**src/rtl/water_change_sequencer_assert.svh**
```systemverilog
// assertion helpers for the sequencer rtl
`ifndef WATER_CHANGE_SEQUENCER_ASSERT_SVH
`define WATER_CHANGE_SEQUENCER_ASSERT_SVH

// same-cycle implication, skipped during reset
`define WCS_ASSERT_IMP(label, clk, rst, ante, cons, msg) \
  label: assert property (@(posedge clk) disable iff (rst) (ante) |-> (cons)) \
    else $error(msg);

// next-cycle implication, skipped during reset
`define WCS_ASSERT_NXT(label, clk, rst, ante, cons, msg) \
  label: assert property (@(posedge clk) disable iff (rst) (ante) |=> (cons)) \
    else $error(msg);

`endif

```
**src/rtl/wcs_pkg.sv**
```systemverilog
`timescale 1ns / 1ps
`default_nettype none
package wcs_pkg;

  // register indexes, byte address is 4 * index
  localparam logic [1:0] REG_DRAIN_DURATION = 2'd0;
  localparam logic [1:0] REG_MAX_REFILL     = 2'd1;
  localparam logic [1:0] REG_OXY_THRESHOLD  = 2'd2;
  localparam logic [1:0] REG_OXY_DEBOUNCE   = 2'd3;

  localparam logic [31:0] DRAIN_DURATION_RST = 32'd300000;
  localparam logic [31:0] MAX_REFILL_RST     = 32'd300000;
  localparam logic [15:0] OXY_THRESHOLD_RST  = 16'd300;
  localparam logic [31:0] OXY_DEBOUNCE_RST   = 32'd60000;

  localparam logic [1:0] PHASE_IDLE   = 2'd0;
  localparam logic [1:0] PHASE_MANUAL = 2'd1;
  localparam logic [1:0] PHASE_REFILL = 2'd2;
  localparam logic [1:0] PHASE_AUTO   = 2'd3;

  typedef struct packed {
    logic [31:0] drain_duration_ms;
    logic [31:0] refill_limit_ms;
    logic [15:0] oxygen_low_threshold;
    logic [31:0] oxygen_hold_ms;
  } cfg_t;

  typedef struct packed {
    logic [31:0] now_ms;
    logic [15:0] oxygen_level;
    logic        oxygen_valid;
    logic        manual_request;
    logic        manual_cancel;
    logic        pump_running;
    logic        valve_in;
    logic        auto_enabled;
    logic        auto_rearmed;
  } item_t;

  typedef struct packed {
    logic       drain_on;
    logic       valve_out;
    logic       in_progress;
    logic [1:0] phase;
  } res_t;

endpackage
`default_nettype wire

```
**src/rtl/wcs_cfg.sv**
```systemverilog
`timescale 1ns / 1ps
`default_nettype none
module wcs_cfg (
  input  wire logic               clk,
  input  wire logic               rst,
  input  wire logic               psel,
  input  wire logic               penable,
  input  wire logic               pwrite,
  input  wire logic [3:0]         paddr,
  input  wire logic [31:0]        pwdata,
  output logic      [31:0]        prdata,
  output wcs_pkg::cfg_t           cfg
);

  logic       wr;
  logic [1:0] idx;

  assign idx = paddr[3:2];
  assign wr  = psel && penable && pwrite;

  always_ff @(posedge clk) begin
    if (rst) begin
      cfg.drain_duration_ms    <= wcs_pkg::DRAIN_DURATION_RST;
      cfg.refill_limit_ms      <= wcs_pkg::MAX_REFILL_RST;
      cfg.oxygen_low_threshold <= wcs_pkg::OXY_THRESHOLD_RST;
      cfg.oxygen_hold_ms       <= wcs_pkg::OXY_DEBOUNCE_RST;
    end else if (wr) begin
      case (idx)
        wcs_pkg::REG_DRAIN_DURATION: cfg.drain_duration_ms    <= pwdata;
        wcs_pkg::REG_MAX_REFILL:     cfg.refill_limit_ms      <= pwdata;
        wcs_pkg::REG_OXY_THRESHOLD:  cfg.oxygen_low_threshold <= pwdata[15:0];
        wcs_pkg::REG_OXY_DEBOUNCE:   cfg.oxygen_hold_ms       <= pwdata;
        default: ;
      endcase
    end
  end

  always_comb begin
    case (idx)
      wcs_pkg::REG_DRAIN_DURATION: prdata = cfg.drain_duration_ms;
      wcs_pkg::REG_MAX_REFILL:     prdata = cfg.refill_limit_ms;
      wcs_pkg::REG_OXY_THRESHOLD:  prdata = {16'd0, cfg.oxygen_low_threshold};
      wcs_pkg::REG_OXY_DEBOUNCE:   prdata = cfg.oxygen_hold_ms;
      default:                     prdata = 32'd0;
    endcase
  end

endmodule
`default_nettype wire

```
**src/rtl/wcs_core.sv**
```systemverilog
`timescale 1ns / 1ps
`default_nettype none
module wcs_core #(
  parameter int TIMER_BITS = 32
) (
  input  wire logic          clk,
  input  wire logic          rst,
  input  wire logic          fire,
  input  wire wcs_pkg::item_t item,
  input  wire wcs_pkg::cfg_t  cfg,
  output wcs_pkg::res_t       res
);

  // compare width covers both the timer and the 32 bit limits
  localparam int CW = (TIMER_BITS > 32) ? TIMER_BITS : 32;

  logic                  manual_active, refill_active, low_tracking;
  logic                  drain_state, progress_flag;
  logic [TIMER_BITS-1:0] manual_start, refill_start, low_since, auto_drain_start;

  logic                  manual_active_next, refill_active_next, low_tracking_next;
  logic                  drain_state_next, progress_flag_next;
  logic [TIMER_BITS-1:0] manual_start_next, refill_start_next;
  logic [TIMER_BITS-1:0] low_since_next, auto_drain_start_next;

  function automatic logic expired(input logic [TIMER_BITS-1:0] now,
                                   input logic [TIMER_BITS-1:0] then,
                                   input logic [31:0] limit);
    logic [TIMER_BITS-1:0] diff;
    diff = now - then;
    return CW'(diff) >= CW'(limit);
  endfunction

  always_comb begin
    logic [TIMER_BITS-1:0] now;
    logic                  valve;
    logic                  stable;
    now    = TIMER_BITS'(item.now_ms);
    valve  = item.valve_in;
    stable = 1'b0;
    manual_active_next    = manual_active;
    refill_active_next    = refill_active;
    low_tracking_next     = low_tracking;
    drain_state_next      = drain_state;
    progress_flag_next    = progress_flag;
    manual_start_next     = manual_start;
    refill_start_next     = refill_start;
    low_since_next        = low_since;
    auto_drain_start_next = auto_drain_start;

    // an invalid sample leaves the sequencer state as it was and passes valve_in through
    if (item.oxygen_valid) begin
      if (item.auto_rearmed) begin
        manual_active_next    = 1'b0;
        refill_active_next    = 1'b0;
        low_tracking_next     = 1'b0;
        low_since_next        = '0;
        auto_drain_start_next = '0;
        progress_flag_next    = 1'b0;
      end

      if (item.manual_request && !manual_active_next && !item.pump_running) begin
        manual_active_next = 1'b1;
        manual_start_next  = now;
        drain_state_next   = 1'b1;
        valve              = 1'b0;
        refill_active_next = 1'b0;
        progress_flag_next = 1'b1;
      end

      if (manual_active_next && item.manual_cancel) begin
        drain_state_next   = 1'b0;
        manual_active_next = 1'b0;
        refill_active_next = 1'b0;
        progress_flag_next = 1'b0;
      end

      if (manual_active_next &&
          expired(now, manual_start_next, cfg.drain_duration_ms)) begin
        drain_state_next   = 1'b0;
        manual_active_next = 1'b0;
        refill_active_next = 1'b1;
        refill_start_next  = now;
        valve              = 1'b1;
        progress_flag_next = 1'b1;
      end

      if (refill_active_next) begin
        if (item.pump_running) begin
          valve = 1'b0;
        end else begin
          valve = 1'b1;
          if (expired(now, refill_start_next, cfg.refill_limit_ms)) begin
            valve              = 1'b0;
            refill_active_next = 1'b0;
            progress_flag_next = 1'b0;
          end
        end
      end

      if (!manual_active_next && !refill_active_next && item.auto_enabled) begin
        if (item.oxygen_level <= cfg.oxygen_low_threshold) begin
          if (!low_tracking_next) begin
            low_tracking_next = 1'b1;
            low_since_next    = now;
          end
        end else begin
          low_tracking_next = 1'b0;
          low_since_next    = '0;
        end
        stable = low_tracking_next &&
                 expired(now, low_since_next, cfg.oxygen_hold_ms);
        if (stable && !drain_state_next && !item.pump_running) begin
          drain_state_next      = 1'b1;
          auto_drain_start_next = now;
          progress_flag_next    = 1'b1;
        end
        if (drain_state_next &&
            expired(now, auto_drain_start_next, cfg.drain_duration_ms)) begin
          drain_state_next      = 1'b0;
          auto_drain_start_next = now;
          low_tracking_next     = 1'b0;
          low_since_next        = '0;
          progress_flag_next    = 1'b0;
        end
      end
    end

    res.drain_on    = drain_state_next;
    res.valve_out   = valve;
    res.in_progress = progress_flag_next;
    if (manual_active_next)      res.phase = wcs_pkg::PHASE_MANUAL;
    else if (refill_active_next) res.phase = wcs_pkg::PHASE_REFILL;
    else if (drain_state_next)   res.phase = wcs_pkg::PHASE_AUTO;
    else                         res.phase = wcs_pkg::PHASE_IDLE;
  end

  always_ff @(posedge clk) begin
    if (rst) begin
      manual_active    <= 1'b0;
      refill_active    <= 1'b0;
      low_tracking     <= 1'b0;
      drain_state      <= 1'b0;
      progress_flag    <= 1'b0;
      manual_start     <= '0;
      refill_start     <= '0;
      low_since        <= '0;
      auto_drain_start <= '0;
    end else if (fire) begin
      manual_active    <= manual_active_next;
      refill_active    <= refill_active_next;
      low_tracking     <= low_tracking_next;
      drain_state      <= drain_state_next;
      progress_flag    <= progress_flag_next;
      manual_start     <= manual_start_next;
      refill_start     <= refill_start_next;
      low_since        <= low_since_next;
      auto_drain_start <= auto_drain_start_next;
    end
  end

endmodule
`default_nettype wire

```
**src/rtl/water_change_sequencer.sv**
```systemverilog
// channel  | handshake             | payload
// ---------+-----------------------+----------------------------------------------
// input    | in_valid / in_stall   | now_ms, oxygen_level, flags, pump, valve, auto
// result   | out_valid / out_stall | drain_on, valve_out, in_progress, phase
// config   | apb psel/penable      | four registers at byte addresses 0, 4, 8, 12
//
// one item per cycle while out_stall is low; an accepted item passes through the
// input register, then one pass through the sequencer logic into the result register
// the sequencer state is updated in the same cycle the result is registered
// rst is synchronous and restores the register defaults and an idle sequencer
// out_stall holds the result register while out_valid is high and, once the input
// register is full, raises in_stall in the same cycle
`timescale 1ns / 1ps
`default_nettype none
`include "water_change_sequencer_assert.svh"
module water_change_sequencer #(
  parameter int TIMER_BITS = 32
) (
  input  wire logic        clk,
  input  wire logic        rst,
  input  wire logic        psel,
  input  wire logic        penable,
  input  wire logic        pwrite,
  input  wire logic [3:0]  paddr,
  input  wire logic [31:0] pwdata,
  output logic      [31:0] prdata,
  output logic             pready,
  input  wire logic        in_valid,
  output logic             in_stall,
  input  wire logic [31:0] now_ms,
  input  wire logic [15:0] oxygen_level,
  input  wire logic        oxygen_valid,
  input  wire logic        manual_request,
  input  wire logic        manual_cancel,
  input  wire logic        pump_running,
  input  wire logic        valve_in,
  input  wire logic        auto_enabled,
  input  wire logic        auto_rearmed,
  output logic             out_valid,
  input  wire logic        out_stall,
  output logic             drain_on,
  output logic             valve_out,
  output logic             in_progress,
  output logic      [1:0]  phase
);

  wcs_pkg::cfg_t  cfg;
  wcs_pkg::item_t item;
  wcs_pkg::res_t  res_comb;
  wcs_pkg::res_t  res;
  logic           item_valid;
  logic           advance;
  logic           fire;

  assign pready = 1'b1;

  wcs_cfg u_cfg (
    .clk     (clk),
    .rst     (rst),
    .psel    (psel),
    .penable (penable),
    .pwrite  (pwrite),
    .paddr   (paddr),
    .pwdata  (pwdata),
    .prdata  (prdata),
    .cfg     (cfg)
  );

  assign advance  = !out_valid || !out_stall;
  assign fire     = item_valid && advance;
  assign in_stall = item_valid && !advance;

  always_ff @(posedge clk) begin
    if (rst) begin
      item_valid <= 1'b0;
    end else if (!in_stall) begin
      item_valid <= in_valid;
    end
  end

  always_ff @(posedge clk) begin
    if (in_valid && !in_stall) begin
      item <= '{now_ms, oxygen_level, oxygen_valid, manual_request, manual_cancel,
                pump_running, valve_in, auto_enabled, auto_rearmed};
    end
  end

  wcs_core #(
    .TIMER_BITS (TIMER_BITS)
  ) u_core (
    .clk  (clk),
    .rst  (rst),
    .fire (fire),
    .item (item),
    .cfg  (cfg),
    .res  (res_comb)
  );

  always_ff @(posedge clk) begin
    if (rst) begin
      out_valid <= 1'b0;
    end else if (advance) begin
      out_valid <= item_valid;
    end
  end

  always_ff @(posedge clk) begin
    if (fire) begin
      res <= res_comb;
    end
  end

  assign drain_on    = res.drain_on;
  assign valve_out   = res.valve_out;
  assign in_progress = res.in_progress;
  assign phase       = res.phase;

  // a manual drain always has the relay on and the progress flag set
  `WCS_ASSERT_IMP(a_manual_drain_on, clk, rst,
                  out_valid && phase == wcs_pkg::PHASE_MANUAL,
                  drain_on && in_progress, "manual phase without drain and progress")
  // refill never overlaps a running drain
  `WCS_ASSERT_IMP(a_refill_no_drain, clk, rst,
                  out_valid && phase == wcs_pkg::PHASE_REFILL,
                  !drain_on, "drain relay on during refill")
  // an item that leaves the input register shows up as a result next cycle
  `WCS_ASSERT_NXT(a_fire_result, clk, rst, fire, out_valid, "processed item lost")

endmodule
`default_nettype wire
```
**config.mk**
```make
export PLATFORM = sky130hd
export DESIGN_NAME = water_change_sequencer
export DESIGN_NICKNAME = d
export VERILOG_FILES = /design/src/rtl/wcs_pkg.sv /design/src/rtl/wcs_cfg.sv /design/src/rtl/wcs_core.sv /design/src/rtl/water_change_sequencer.sv
export VERILOG_INCLUDE_DIRS = /design/src /design/src/rtl
export SDC_FILE = /design/constraint.sdc
export NUM_CORES = 1
export LEC_CHECK = 0
export ABC_AREA = 1
export ABC_CLOCK_PERIOD_IN_PS = 18510
export BUFFER_PORTS_ARGS = -buffer_cell sky130_fd_sc_hd__buf_2
export CORE_MARGIN = 2
export CORE_UTILIZATION = 38
export CTS_CLUSTER_SIZE = 30
export DETAILED_ROUTE_END_ITERATION = 8
export PLACE_DENSITY_LB_ADDON = 0.05
export SLEW_MARGIN = 20
export SYNTH_ARGS = -nofsm -noshare
export SYNTH_HDL_FRONTEND = slang
export SYNTH_SLANG_ARGS = --single-unit
export TNS_END_PERCENT = 30
```
**constraint.sdc**
```tcl
create_clock -name clk -period 18.51 [get_ports clk]
set_clock_uncertainty 0.15 [all_clocks]
set_input_delay 3.702 -clock clk [delete_from_list [all_inputs] [get_ports clk]]
set_output_delay 3.702 -clock clk [all_outputs]
set_load 0.05 [all_outputs]
```
==> Word-level counts from Yosys, hierarchy flattened <==
Index checks and enable logic that the tools add are counted.
{ "classes": {"mux": 72, "addsub": 4, "reduce_logical": 31, "eq_ne": 3, "n_lt_le_gt_ge": 5} }
{ "op_table": {"columns": ["op", "n"], "rows": [
  ["$mux 32", 17],
  ["$ge 32x32->1", 4],
  ["$pmux 32 s4", 1],
  ["$sub 32x32->32", 4],
  ["$mux 1", 52],
  ["$le 16x16->1", 1],
  ["$logic_and 1x1->1", 15],
  ["$reduce_and 2->1", 5],
  ["$logic_not 1->1", 9],
  ["$eq 2x2->1 const B", 2],
  ["$mux 2", 2],
  ["$eq 2x1->1 const B", 1],
  ["$logic_not 2->1", 1],
  ["$logic_or 1x1->1", 1]
]} }
{ "totals": {"word_cells": 143, "ff_bits": 307, "inputBits": 98, "output_inout_bits": 40} }

==> Logic depth before layout (Yosys ltp) <==
Gate-level depths: netlist (run 1).
{ "logic_depth": {"depth_word": 40, "ltp_mapped": 70, "ltp_nobuf": 69} }

==> Hierarchy <==
From an unflattened synthesis (run 1), not the netlist that was laid out.
{ "hier_totals": {"cells_unflattened": 3720, "hier_area_um2": 24822.6} }
{ "modules_own_cells": {"columns": ["module", "seq_area_each_um2", "area_per_inst_um2", "n_inst", "cells_each"], "rows": [
  ["wcs_core", 2662.6, 17888.4, 1, 2863],
  ["wcs_cfg", 2242.2, 5029.8, 1, 783],
  ["water_change_sequencer", 1841.8, 1904.3, 1, 74]
]} }

==> Worst setup path after synthesis (run 1) <==
Ideal clock, no wire load.
{ "synth_timing": {"path_kind": "input -> output", "start": "in paddr[3]", "end": "out prdata[1]", "t_arrival_ns": 5.188, "n_path_buf": 1, "t_required_ns": 14.658, "cell_stages": 4, "slack_ns": 9.470, "cell_sequence": "nor2_1 -> inv_1 -> clkbuf_1 -> o21ai_0"} }
{ "synth_between": {"elab_chain_len": 2, "elab_cells_between_ends": 5, "classes_between": "eq/ne (3); mux (1); reduce/logical (1)"} }
{ "synth_lines": {"columns": ["item", "line", "rtl"], "rows": [
  ["start, declared", "water_change_sequencer.sv:24", "input wire logic [3:0] paddr,"],
  ["$eq 2x2->1 (tied with other cells)", "wcs_cfg.sv:39", "case (idx)"],
  ["$pmux 32 s4 (*)", "wcs_cfg.sv:39", null],
  ["end, declared", "water_change_sequencer.sv:26", "output logic [31:0] prdata,"]
]} }
Every way passes the cells marked *; elsewhere a longest branch is shown, timed or not.

==> Final worst setup path (run 1) <==
{ "layout_timing": {"start": "reg item[22] (netlist name)", "end": "reg u_core.auto_drain_start[2]"} }
{ "layout_between": {"elab_chain_len": 17, "elab_cells_between_ends": 23, "classes_between": "add/sub (2); order compare (3); mux (14); reduce/logical (4)"} }
{ "layout_lines": {"columns": ["item", "line", "rtl"], "rows": [
  ["$le 16x16->1 (*)", "wcs_core.sv:102", "if (item.oxygen_level <= cfg.oxygen_low_threshold) begin"],
  ["$mux 32", "wcs_core.sv:102", null],
  ["$mux 32", "wcs_core.sv:101", "if (!manual_active_next && !refill_active_next && item.auto_enabled) begin"],
  ["$mux 32", "wcs_core.sv:52", "if (item.oxygen_valid) begin"],
  ["$sub 32x32->32", "wcs_core.sv:30", "diff = now - then;"],
  ["$ge 32x32->1", "wcs_core.sv:31", "return CW'(diff) >= CW'(limit);"],
  ["$logic_and 1x1->1 (*)", "wcs_core.sv:111", "stable = low_tracking_next &&"],
  ["$logic_and 1x1->1 (*) (2 in a row)", "wcs_core.sv:113", "if (stable && !drain_state_next && !item.pump_running) begin"],
  ["$mux 32", "wcs_core.sv:113", null],
  ["$mux 32", "wcs_core.sv:101", null],
  ["$mux 32", "wcs_core.sv:52", null],
  ["$sub 32x32->32", "wcs_core.sv:30", null],
  ["$ge 32x32->1", "wcs_core.sv:31", null],
  ["$logic_and 1x1->1", "wcs_core.sv:118", "if (drain_state_next &&"],
  ["$mux 32 (*)", "wcs_core.sv:118", null],
  ["$mux 32 (*)", "wcs_core.sv:101", null],
  ["end signal, assigned", "wcs_core.sv:158", "auto_drain_start <= auto_drain_start_next;"],
  ["end, declared", "wcs_core.sv:19", "logic [TIMER_BITS-1:0] manual_start, refill_start, low_since, auto_drain_start;"]
]} }
Every way passes the cells marked *; elsewhere a longest branch is shown, timed or not. The select of a mux whose other input is x is not followed.
A chain may end at the register's enable or synchronous reset.

==> results of run 1 <==
-- cell usage in the layout, fill, tap and decap left out, drive strengths merged, types with 4 or more instances in the layout --
cell type	Yosys	layout
clkinv	4	15
edfxtp	60	60
xor2	83	83
buf	24	174
o21bai	7	7
a31oi	56	56
nand3	182	182
o211ai	70	70
fa	4	4
a21boi	7	7
o31ai	6	6
nor3	19	19
o221ai	18	18
nor4	7	7
a21oi	445	445
xnor2	37	37
nor2	165	165
ha	270	270
nand2	709	709
dfxtp	247	247
o21a	24	24
o21ai	375	375
bufinv	0	5
nand4	64	64
inv	383	386
a21o	8	8
clkbuf	128	56
-- per-stage QoR --
stage          std cells  hold WS [ns]  total power [mW]  util, %  setup WS [ns]
6_report            4356         0.310              2.51     43.2           5.33
5_1_grt             4356         0.329              2.67     43.2           4.27
4_1_cts             4354         0.314              2.53     43.2           5.20
3_5_place_dp        4278         0.306              1.67     40.8           5.23
3_3_place_gp        4278         0.301              1.65     40.8           5.42
2_1_floorplan       3419         0.291              1.40        -           9.47
-- area by class of cell --
cell class / count / area [um^2] / share of cell area [%]
clock inverters: 20 / 282 / 1.06
clock buffers: 56 / 1140 / 4.29
well taps: 837 / 1050 / 3.93
multi-input cells: 2573 / 15000 / 56.2
diodes: 2 / 5.00 / 0.0188
inverters: 387 / 1460 / 5.46
repair buffers: 174 / 983 / 3.69
flip-flops and latches: 307 / 6750 / 25.3
-- worst paths after layout --
kind,to,slack [ns],cells past startpoint
min reg2reg,u_core.auto_drain_start[30],0.31,2
max reg2reg,u_core.auto_drain_start[2],5.33,57
max,u_core.auto_drain_start[2],5.33,57
min,u_core.auto_drain_start[30],0.31,2
-- power by group through the flow --
stage                     sequential [mW]  combinational (mW)  clock (mW)
final                               0.731               0.926       0.849
after global routing                0.733                1.05       0.892
after CTS                           0.730               0.927       0.870
after detailed placement            0.745               0.924           0
after global placement              0.744               0.908           0
after floorplan                     0.739               0.659           0
-- registers in the layout, summed over array words and instances, names as in the netlist, 2 cells and up --
signal,flops
u_core.auto_drain_start,32
u_cfg.cfg,112
phase,2
u_core.refill_start,32
u_core.low_since,32
item,55
u_core.manual_start,32
-- worst max-delay path: cells and delay by family (launching register included) --
family	cells	cell delay [ns]
simple gates	32	5.71
xor+xnor	1	0.17
flops	1	0.39
buf+inv	7	1.92
compound gates	10	2.52
fa+ha+maj	7	2.07
-- layer usage --
metal	wire length [um]	vias to the layer above
met5	0	-
met4	1650	0
met3	4630	86
met2	39400	619
met1	42000	11300
li1	-	11900
-- cell usage after synthesis, drive strengths merged (3+ instances only) --
| library cell | n |
|---|---|
| clkinv | 4 |
| o2111ai | 3 |
| a31oi | 56 |
| nor4 | 7 |
| o21a | 24 |
| buf | 24 |
| clkbuf | 128 |
| o21ai | 375 |
| o21bai | 7 |
| ha | 270 |
| nand2 | 709 |
| inv | 383 |
| nand3 | 182 |
| o211ai | 70 |
| nor3 | 19 |
| a21boi | 7 |
| xor2 | 83 |
| a21oi | 445 |
| nor2 | 165 |
| nand4 | 64 |
| xnor2 | 37 |
| a21o | 8 |
| a211oi | 3 |
| o221ai | 18 |
| edfxtp | 60 |
| fa | 4 |
| o31ai | 6 |
| dfxtp | 247 |
-- cells by family (layout without fill, tap and decap cells) --
| logic type | count (synthesis) | in the layout | synth area share, % |
|---|---|---|---|
| simple gates | 1151 | 1151 | 20.2 |
| compound gates | 1027 | 1027 | 23.7 |
| buf+inv | 539 | 637 | 8.70 |
| flops | 307 | 307 | 28.4 |
| fa+ha+maj | 274 | 274 | 14.6 |
| xor+xnor | 120 | 120 | 4.42 |
| other cells | 1 | 3 | 0.0158 |
==> impl_metrics.toml, run 1 <==
[run_status]
status = "complete, no violations"

[clocking]
cts_buffers = 41
clk_latency_ns = 0.60
cts_hold_buf = 0
postCtsSetupRepairBufs = 0
cts_num_sinks = 307
clk_pin_slew_ns = 0.06
h-tree-depth = 2
root_buffer = "clkbuf_16"
clockBufferDepth = 3
cts_resized = 0
tritoncts = "done"

[setup_path]
worst_setup_path_start_kind = "flip-flop"
critPathArrivalTime_ns = 13.48
cp.required_ns = 18.81
critPathMaxStageDelay_ns = 0.56
crit_fanout = 49
crit_path_end_kind = "flip-flop"
crit_slowest_cell = "nand2_2"
path_common_cell = "nand2_1"
r2r-start = "item[22]"
startpoint = "item[22]"
crit_type = "reg2reg"

[synthesis]
synth_top_cells_by_area = "dfxtp_1, ha_1, nand2_1, a21oi_1, o21ai_0"
synth.top_cell.area_share_pct = 20.8
ys_async_sr_fraction_pct = 0
avgSynthCellArea_um2 = 6.95
synth_top_area_cell = "dfxtp_1"
yosys_warnings = 0
synth_area_um2 = 23800
syn_nets = 3791
synth_edf_count = 60
ys.flop_type = "dfxtp_1"
netlist_instances = 3419
seq_area_frac_synth_pct = 28.4
ys_types = 47
ys_ff_latch = 307

[hold_path]
hp-class = "reg2reg"
hold_start = "u_core.auto_drain_start[30]"

[placement]
io_buffers = 134
hpwl_um = 68200
placed_area_um2 = 25200
routabilityCongestion = 0.912

[sta]
slew_headroom_pct = 26.6
setup_violations = 0
hold_viol = 0
fin_crit_sh_pct = 71.2
period_minus_slack_ns = 13.18
worstMarginPinSlew_ns = 1.10
max_freq_mhz = 75.9
setup_tns_ns = 0
slew_violations = 0
rsz0062_at_grt = "no"

[global_routing]
met2_usage_pct = 43.5
busiest_layer = "met2"
grt_overflow = 0
grt.total_usage_pct = 26.7
grt_pass1_vias = 22700
grt_util_met1_pct = 36.9
grt_max_degree = 97
antenna_found_initial = 3
grt_first_pass_wirelength_um = 133000
gr-usage-met3_pct = 3.97

[routing]
ant_nets = 0
routed_wl_um = 87700
via_per_inst = 5.48
drt_iter0_drc = 1615
vias = 23900
wl_per_cell_um = 20.1
drcViolationCount = 0
firstDrtPassIters = 5

[power_and_ir_drop]
worst_ir_drop_vdd_mv = 0.0695
p_comb_share_pct = 37.0
switchingPower_mw = 0.978
p_clk_share_pct = 33.9
p_per_area_nw_per_um2 = 94.1
p_seq_share_pct = 29.2
p_int_mw = 1.53
swShare_pct = 39.0
leakagePower_nw = 11.6

[finish]
area_delta_synth_final_pct = 12.1
fillers = 6521
fin_nets = 3856
drive_gt1_share_pct = 7.34
fin_area_um2 = 26600

[die]
start_util_pct = 38.5
die_h_um = 254
core-area_um2 = 61700
fp.dieW_um = 254
rows = 91
ios = 138
die-area_um2 = 64600

[job]
max_cap_violations = 0
No activity file was read; power rests on OpenSTA's default activity.
==> run 2: changes to the inputs <==
Settings changed: ABC_CLOCK_PERIOD_IN_PS 18510 to 12370.
Clock period 18.51 ns to 12.37 ns, I/O delays scaled along.
==> run 2 against run 1 <==
Net effect: via count up 0.35%; routed wire length about the same; clock power up 48%; utilization up 0.22 points; die area unchanged; setup slack worse by 4.4 ns; combinational power up 52%; maximum frequency up 15%.
==> impl_metrics.toml, run 2 (synthesized netlist as in run 1, its figures left out) <==
[power_and_ir_drop]
worst_ir_drop_vdd_mv = 0.106
finalPower_mw = 3.76
p_per_area_nw_per_um2 = 140
p_comb_share_pct = 37.4
p_clk_share_pct = 33.5
p_seq_share_pct = 29.0
leakagePower_nw = 11.7
p_int_mw = 2.30
switchingPower_mw = 1.46
swShare_pct = 38.8

[setup_path]
startpoint = "u_cfg.cfg[47]"
worst_r2r_endpoint = "u_core.low_since[19]"
crit_fanout = 33
r2r_slack_ns = 0.89
crit_path_end_kind = "flip-flop"
r2r-start = "u_cfg.cfg[47]"
crit_slowest_cell = "nor4_2"
path_common_cell = "nand2_1"
cp.required_ns = 12.72
worst_setup_path_start_kind = "flip-flop"
critPathMaxStageDelay_ns = 0.44
crit_type = "reg2reg"
critPathArrivalTime_ns = 11.83
crit_end = "u_core.low_since[19]"
r2r_cells = 51

[global_routing]
antenna_found_initial = 5
gr-usage-met3_pct = 2.73
grt_first_pass_wirelength_um = 133000
grt_util_met1_pct = 38.5
grt.total_usage_pct = 26.9
grt_overflow = 0
grt_pass1_vias = 22700
met2_usage_pct = 42.9
grt_max_degree = 91
busiest_layer = "met2"

[placement]
hpwl_um = 68600
routabilityCongestion = 0.944
dp_slack_ns = 0.209
io_buffers = 134

[finish]
drive_gt1_share_pct = 7.92
area_delta_synth_final_pct = 12.7
max_flop_register = "u_cfg.cfg"
fin_nets = 3875
final_cell_mix = "nand2_1, a21oi_1, inv_1, o21ai_0, ha_1"
final_common_cell = "nand2_1"
utilization_pct = 43.4
reg.largest.list = "u_cfg.cfg x112, item x55"
largest_reg_flops = 112

[die]
die_h_um = 254
rows = 91
fp.dieW_um = 254
start_util_pct = 38.5
ios = 138
die-area_um2 = 64600
core-area_um2 = 61700

[clocking]
cts_buffers = 42
h-tree-depth = 2
postCtsSetupRepairBufs = 0
clk_pin_slew_ns = 0.06
clk_latency_ns = 0.58
root_buffer = "clkbuf_16"
cts_num_sinks = 307
tritoncts = "done"
clockBufferDepth = 3

[sta]
worstMarginPinSlew_ns = 0.983
fin_crit_sh_pct = 92.8
period_minus_slack_ns = 11.48
hold_viol = 0
slew_headroom_pct = 34.5
setup_violations = 0
setup_tns_ns = 0
timing.hold.ws_ns = 0.311
max_freq_mhz = 87.1
rsz0062_at_grt = "no"
slew_violations = 0
worst_slack_ns = 0.893

[routing]
drcViolationCount = 0
vias = 24000
wl_per_cell_um = 20.0
drt_iter0_drc = 1947
routed_wl_um = 87700
via_per_inst = 5.47
ant_nets = 0
firstDrtPassIters = 5

[job]
max_cap_violations = 0

[run_status]
status = "complete, no violations"

[hold_path]
hp-class = "reg2reg"
[run 2: cell count changes in the layout (fill, tap and decap cells not counted), sizes merged]
cell | previous run | this run
clkinvlp | 1 | 2
diode | 2 | 4
buf | 174 | 192
clkinv | 15 | 17
clkbuf | 56 | 55
[run 2: worst max-delay path, delay by kind of cell, from the launching register on]
kind | cells | cell delay, ns
compound gates | 17 | 4.07
buf+inv | 8 | 1.40
fa+ha+maj | 6 | 1.78
simple gates | 18 | 3.13
flops | 1 | 0.33
xor+xnor | 2 | 0.48
[run 2: cell type report]
type	count	area [um^2]
inverter	387	1460
sequential	307	6750
clock buffer	55	1140
clock inverter	23	274
multi-input combinational	2573	15000
antenna	4	10.0
fill	6494	34900
tap	837	1050
timing repair buffer	192	1110
[run 2: repair_timing]
action                                  in CTS  in global routing
endpoints found under the hold margin        0                  0
endpoints found under the setup margin       0                 71
gates resized for setup                      0                  4
hold buffers                                 0                  0
[run 2: worst min path at each step]
| stage | end | cells past startpoint | slack [ns] | start |
|---|---|---|---|---|
| 3_3_place_gp | u_core.auto_drain_start[5] | 2 | 0.30 | u_core.auto_drain_start[5] |
| 5_1_grt | u_core.auto_drain_start[8] | 2 | 0.33 | u_core.auto_drain_start[8] |
| 6_report | u_core.auto_drain_start[24] | 2 | 0.31 | u_core.auto_drain_start[24] |
| 3_5_place_dp | u_core.manual_start[5] | 2 | 0.30 | u_core.manual_start[5] |
| 2_1_floorplan | u_core.manual_start[10] | 2 | 0.29 | u_core.manual_start[10] |
| 4_1_cts | u_core.auto_drain_start[14] | 2 | 0.31 | u_core.auto_drain_start[14] |
[run 2: routing by layer]
| metal | wire length (um) | part of all wire [%] | vias to the layer above |
|---|---|---|---|
| li1 | - | - | 11900 |
| met1 | 42600 | 49 | 11300 |
| met2 | 38700 | 44 | 594 |
| met3 | 4510 | 5.1 | 109 |
| met4 | 1900 | 2.2 | 0 |
| met5 | 0 | 0 | - |
[run 2: through the flow]
step	instance area, um^2	instances
final	26800	4378
after global routing	26800	4377
after CTS	26700	4374
after detailed placement	25300	4296
after global placement	25300	4296
after floorplan	23800	3419
[run 2: power groups by stage]
| stage | combinational, mW | clock, mW | sequential, mW |
|---|---|---|---|
| 2_1_floorplan | 0.986 | 0 | 1.11 |
| 3_3_place_gp | 1.37 | 0 | 1.11 |
| 3_5_place_dp | 1.39 | 0 | 1.11 |
| 4_1_cts | 1.40 | 1.29 | 1.09 |
| 5_1_grt | 1.59 | 1.33 | 1.10 |
| 6_report | 1.41 | 1.26 | 1.09 |
